--- src/rtl/core/bss_pkg.sv ---
// Package for the sorted-table binary search block: field widths, command
// codes, controller states and the controller/datapath interface structs.
// No dependencies.
`default_nettype none

package bss_pkg;

  // Fixed widths of the word fields
  localparam int unsigned IDX_W = 10;
  localparam int unsigned VAL_W = 32;
  // Search bounds: one bit of headroom each way for last below zero and
  // first past the top index, plus a sign bit
  localparam int unsigned BND_W = IDX_W + 2;

  localparam int unsigned DEFAULT_TABLE_DEPTH = 1024;

  // Input word command codes
  localparam logic CMD_WRITE  = 1'b0;
  localparam logic CMD_SEARCH = 1'b1;

  typedef enum logic [1:0] {
    ST_IDLE,
    ST_PROBE,
    ST_EMIT
  } bss_state_e;

  // Controller to datapath
  typedef struct packed {
    logic load;       // latch key and bounds, read at the first midpoint
    logic wr;         // write one table entry
    logic step;       // narrow the bounds, read at the new midpoint
    logic res_set;    // capture the search outcome
    logic res_found;  // outcome to capture
    logic out_load;   // move the outcome into the output register
  } bss_ctl_t;

  // Datapath to controller
  typedef struct packed {
    logic empty;      // incoming range has first above last
    logic hit;        // probed entry equals the key
    logic cont;       // bounds still hold after narrowing
  } bss_sts_t;

endpackage

`default_nettype wire

--- src/rtl/core/bss_ctrl.sv ---
// Controller of the sorted-table binary search: accepts words, steps the
// probe loop and owns the output valid. Depends on bss_pkg.
`default_nettype none

module bss_ctrl
  import bss_pkg::*;
(
  input  wire logic     clk_i,
  input  wire logic     rst_ni,
  input  wire logic     in_valid_i,
  output logic          in_stall_o,
  input  wire logic     cmd_i,
  output logic          out_valid_o,
  input  wire logic     out_stall_i,
  input  wire bss_sts_t sts_i,
  output bss_ctl_t      ctl_o
);

  bss_state_e state_q, state_d;
  logic       out_valid_q, out_valid_d;
  logic       accept;
  logic       slot_free;

  assign accept    = in_valid_i && (state_q == ST_IDLE);
  assign slot_free = !out_valid_q || !out_stall_i;

  // Next state
  always_comb begin
    state_d = state_q;
    case (state_q)
      ST_IDLE: begin
        if (accept && (cmd_i == CMD_SEARCH)) begin
          state_d = sts_i.empty ? ST_EMIT : ST_PROBE;
        end
      end
      ST_PROBE: begin
        if (sts_i.hit || !sts_i.cont) begin
          state_d = ST_EMIT;
        end
      end
      ST_EMIT: begin
        if (slot_free) begin
          state_d = ST_IDLE;
        end
      end
      default: state_d = ST_IDLE;
    endcase
  end

  // Commands
  always_comb begin
    ctl_o = '0;
    case (state_q)
      ST_IDLE: begin
        if (accept) begin
          if (cmd_i == CMD_WRITE) begin
            ctl_o.wr = 1'b1;
          end else if (sts_i.empty) begin
            ctl_o.res_set = 1'b1;
          end else begin
            ctl_o.load = 1'b1;
          end
        end
      end
      ST_PROBE: begin
        if (sts_i.hit) begin
          ctl_o.res_set   = 1'b1;
          ctl_o.res_found = 1'b1;
        end else if (sts_i.cont) begin
          ctl_o.step = 1'b1;
        end else begin
          ctl_o.res_set = 1'b1;
        end
      end
      ST_EMIT: begin
        ctl_o.out_load = slot_free;
      end
      default: ctl_o = '0;
    endcase
  end

  always_comb begin
    out_valid_d = out_valid_q;
    if (ctl_o.out_load) begin
      out_valid_d = 1'b1;
    end else if (!out_stall_i) begin
      out_valid_d = 1'b0;
    end
  end

  always_ff @(posedge clk_i or negedge rst_ni) begin
    if (!rst_ni) begin
      state_q     <= ST_IDLE;
      out_valid_q <= 1'b0;
    end else begin
      state_q     <= state_d;
      out_valid_q <= out_valid_d;
    end
  end

  assign in_stall_o  = (state_q != ST_IDLE);
  assign out_valid_o = out_valid_q;

endmodule

`default_nettype wire

--- config.mk ---
export PLATFORM = sky130hd
export DESIGN_NAME = bss_ctrl
export DESIGN_NICKNAME = d
export VERILOG_FILES = /design/src/rtl/core/bss_pkg.sv /design/src/rtl/core/bss_ctrl.sv
export SDC_FILE = /design/constraint.sdc
export NUM_CORES = 1
export LEC_CHECK = 0
export ABC_AREA = 1
export ABC_CLOCK_PERIOD_IN_PS = 2200
export BUFFER_PORTS_ARGS = -buffer_cell sky130_fd_sc_hd__buf_2
export CELL_PAD_IN_SITES_DETAIL_PLACEMENT = 1
export CELL_PAD_IN_SITES_GLOBAL_PLACEMENT = 1
export CORE_AREA = 2 2 39 41
export CTS_BUF_LIST = sky130_fd_sc_hd__clkbuf_4 sky130_fd_sc_hd__clkbuf_8
export DETAILED_ROUTE_END_ITERATION = 12
export DIE_AREA = 0 0 41 43
export PLACE_DENSITY = 0.51
export SLEW_MARGIN = 10
export SYNTH_ARGS = -nofsm -noshare
export SYNTH_HDL_FRONTEND = slang
export SYNTH_SLANG_ARGS = --single-unit
--- constraint.sdc ---
create_clock -name clk_i -period 2.2 [get_ports clk_i]
set_clock_uncertainty 0.1 [all_clocks]
set_input_delay 0.44 -clock clk_i [delete_from_list [all_inputs] [get_ports clk_i]]
set_output_delay 0.44 -clock clk_i [all_outputs]
set_load 0.1 [all_outputs]
==> results summary <==
The run finished with clean final reports. The last weighted congestion value of the routability-driven placer came out at 0.544. The share of total power in sequential cells is 21.2%. The power dissipated by switching net loads came out at 163 uW. Dividing the detail-routed via count by the number of cells gives 3.83.

The largest stage delay on the critical path came out at 0.42 ns. The power per cell area came out at 989 nW/um^2. The number of buffer and inverter stages on the critical path came out at 1. The remaining antenna violation count after routing came out at 0. The peak supply drop came out at 252 uV. The initial antenna violation count came out at 0. The power share of the clock group is 32.0%.

For the worst setup path, the data arrival time is 1.45 ns. The antenna diode count came out at 0. The share of synthesized area occupied by flip-flops and latches is 37.3%.

After the first detailed-routing iteration, the DRC count stood at 0. The biggest fanout along the worst timing path is 5. For this configuration, the core starts out at a cell density of 14.6%. The number of standard-cell rows in the floorplan is 14. The final hold violation count is 0. Measured along the x axis, the die boundary spans 41 um. The number of nets in the layout is 59. The cell at the root of the clock tree is clkbuf_4.

The kind of capture point of the worst setup path is an output pin. In this run the tightest slew margin relative to its limit is 68.0%. The filler-free cell count of the finished design came out at 66.

The first-pass iteration count of the detailed router came out at 1. The final routed wire length divided by cell count is 7.64 um. The type of the tightest min-delay check is input port to flop. In the finished design, the share of the clock period the worst path needs comes to 90.4%.

For this run, the total global-route usage over all layers was measured as 6.85%. The maximum clock frequency came out at 503 MHz. The maximum number of pins on one net before global-route repair is 6. The worst setup path is of the flop to output pin kind. The cell area after synthesis is 201 um^2. The first global-routing pass estimated 752 um of wire. The final setup violation count came out at 0. On the critical path the largest part of the delay comes from flip-flops. Setup repair after global routing left no endpoint under its margin. In this run, placement finished with an instance count of 61.

The number of global-route vias before repair is 206. The max-slew violation count is 0. The signed area change from the synthesized netlist to the final layout is 65.8%. The number of primary I/O pins is 16. The number of nets handed over by synthesis was 39. The transition at the pin with the smallest max-transition slack came out at 0.484 ns.

The synthesized instance count is 31. STA puts the critical path data required time at 1.66 ns. The detailed-route wire length came out at 504 um. After synthesis, the mean cell area works out to 6.50 um^2. The largest individual stage delay along the critical path comes from the cell dfrtp_1. The internal power of the cells totals 167 uW. The net switching share of the total power came out at 49.4%. The insertion delay to the later sink of the worst-skew pair came out at 0.23 ns.

The worst setup path is launched from a flop. The region available for standard cell placement spans 1380 um^2. The leakage power total is 0.000225 uW.

The total via count after detailed routing is 253. The count of instances resized after the clock tree is built is 0. The TritonCTS clock tree is yes. The number of maximum-capacitance constraint violations came out at 0. The deepest clock path buffer count came out at 2. After routing the design area is 334 um^2. The signal on the critical path passes through nor2_2, nand3_1, nand2_1, buf_2. From bottom edge to top edge, the die measures 43 um.

The clock sink count came out at 3. The area of placed instances is 294 um^2. The total overflow left after global routing is 0. CTS built an H-tree with a depth of 1.

The utilization of the core after routing is 24.1%. The count of cell types in the netlist is 12. The HPWL after detailed placement came out at 444 um. Clock-pin slew was measured on the worst setup and hold paths at 0.04 ns. The portion of total power attributed to combinational logic came out at 46.7%. Synthesis inferred 3 register bits. The total clock buffers created by CTS came out at 3.

Input and output buffers added on the ports amount to 15. The worst path needs 1.99 ns of the cycle, external delays included. Of the cells placed in the final design, the portion with a size suffix greater than 1 is 46.0%. The full die area came out at 1760 um^2.

After detailed routing, the number of remaining DRC violations is 0. The number of warning messages in the yosys log is 0.
==> worst register-to-register path, cell delays in order, from the launching register on <==
cell and delay [ns]:
dfrtp_1 0.42, nor2_2 0.19, nand3_1 0.12, nand3_1 0.09
==> layout make-up <==
class,instances,area [um^2]
well taps,16,20.0
repair buffers,16,85.1
clock buffers,4,30.0
multi-input cells,20,97.6
flip-flops and latches,3,75.1
inverters,7,26.3
fillers,187,1050
==> registers in the layout (all words and copies together), names as in the netlist <==
register     count
out_valid_o      1
state_q          2
==> worst paths after layout <==
path / slack [ns] / startpoint / cells past startpoint / to
worst max register to register: 1.21 / state_q[1] / 3 / state_q[1]
min in group asynchronous: 0.44 / rst_ni / 2 / out_valid_o
max in group asynchronous: 1.46 / rst_ni / 2 / state_q[0]
worst max-delay path: 0.21 / state_q[1] / 4 / ctl_o[2]
worst min-delay path: 0.36 / out_stall_i / 3 / out_valid_o
worst min register to register: 0.42 / out_valid_o / 2 / out_valid_o
==> synth_stat cells <==
| cell type | count | share of area [%] |
|---|---|---|
| nand2_1 | 9 | 17 |
| inv_1 | 7 | 13 |
| nor3_1 | 1 | 2.5 |
| o21ai_2 | 1 | 4.3 |
| nand2_2 | 1 | 3.1 |
| nor2_1 | 3 | 5.6 |
| a21oi_1 | 1 | 2.5 |
| nand4_1 | 1 | 3.1 |
| nor2_2 | 1 | 3.1 |
| buf_4 | 1 | 3.7 |
| nand3_1 | 2 | 5.0 |
| dfrtp_1 | 3 | 37 |
==> metrics by stage <==
stage	hold WS [ns]	total power (uW)	setup slack, ns	TNS, ns
6_report	0.357	330	0.210	0
5_1_grt	0.392	355	0.0834	0
4_1_cts	0.361	337	0.180	0
3_5_place_dp	0.138	226	0.375	0
3_3_place_gp	0.137	225	0.382	0
2_1_floorplan	0.0444	201	-0.243	-0.485
==> kinds of logic after synthesis <==
group,synth area share [%]
flops,37.3
compound gates,6.83
buf+inv,16.8
simple gates,39.1
==> layer usage <==
layer  wire [um]  GRT usage, %  vias up
met3          64          3.14        0
met4           0          6.00        0
met5           0             0        -
met1         215          8.44      111
li1            -             -      131
met2         223          8.44       11
==> cell usage in the layout (no fill, tap or decap) <==
master / netlist / routed
clkbuf_4: 0 / 4
nor3_2: 0 / 1
inv_1: 7 / 7
buf_2: 0 / 15
dfrtp_1: 3 / 3
nand4_1: 1 / 1
nor2_1: 3 / 3
nand2_1: 9 / 9
nand2_2: 1 / 1
o21ai_2: 1 / 1
nand3_1: 2 / 2
nor2_2: 1 / 1
a21oi_1: 1 / 1
dlygate4sd3_1: 0 / 1
==> what timing repair did <==
| item | 4_1_cts | 5_1_grt |
|---|---|---|
| setup buffers | 0 | 0 |
| hold buffers | 1 | 0 |
| endpoints found under the hold margin | 3 | 0 |
==> power groups by stage <==
stage | Clock (uW) | Sequential (uW) | Combinational, uW
6_report | 106 | 70.2 | 154
3_5_place_dp | 0 | 71.0 | 155
3_3_place_gp | 0 | 70.9 | 154
2_1_floorplan | 0 | 96.5 | 105
4_1_cts | 110 | 70.3 | 156
5_1_grt | 121 | 71.2 | 163
Power figures use the tool's default switching activity.
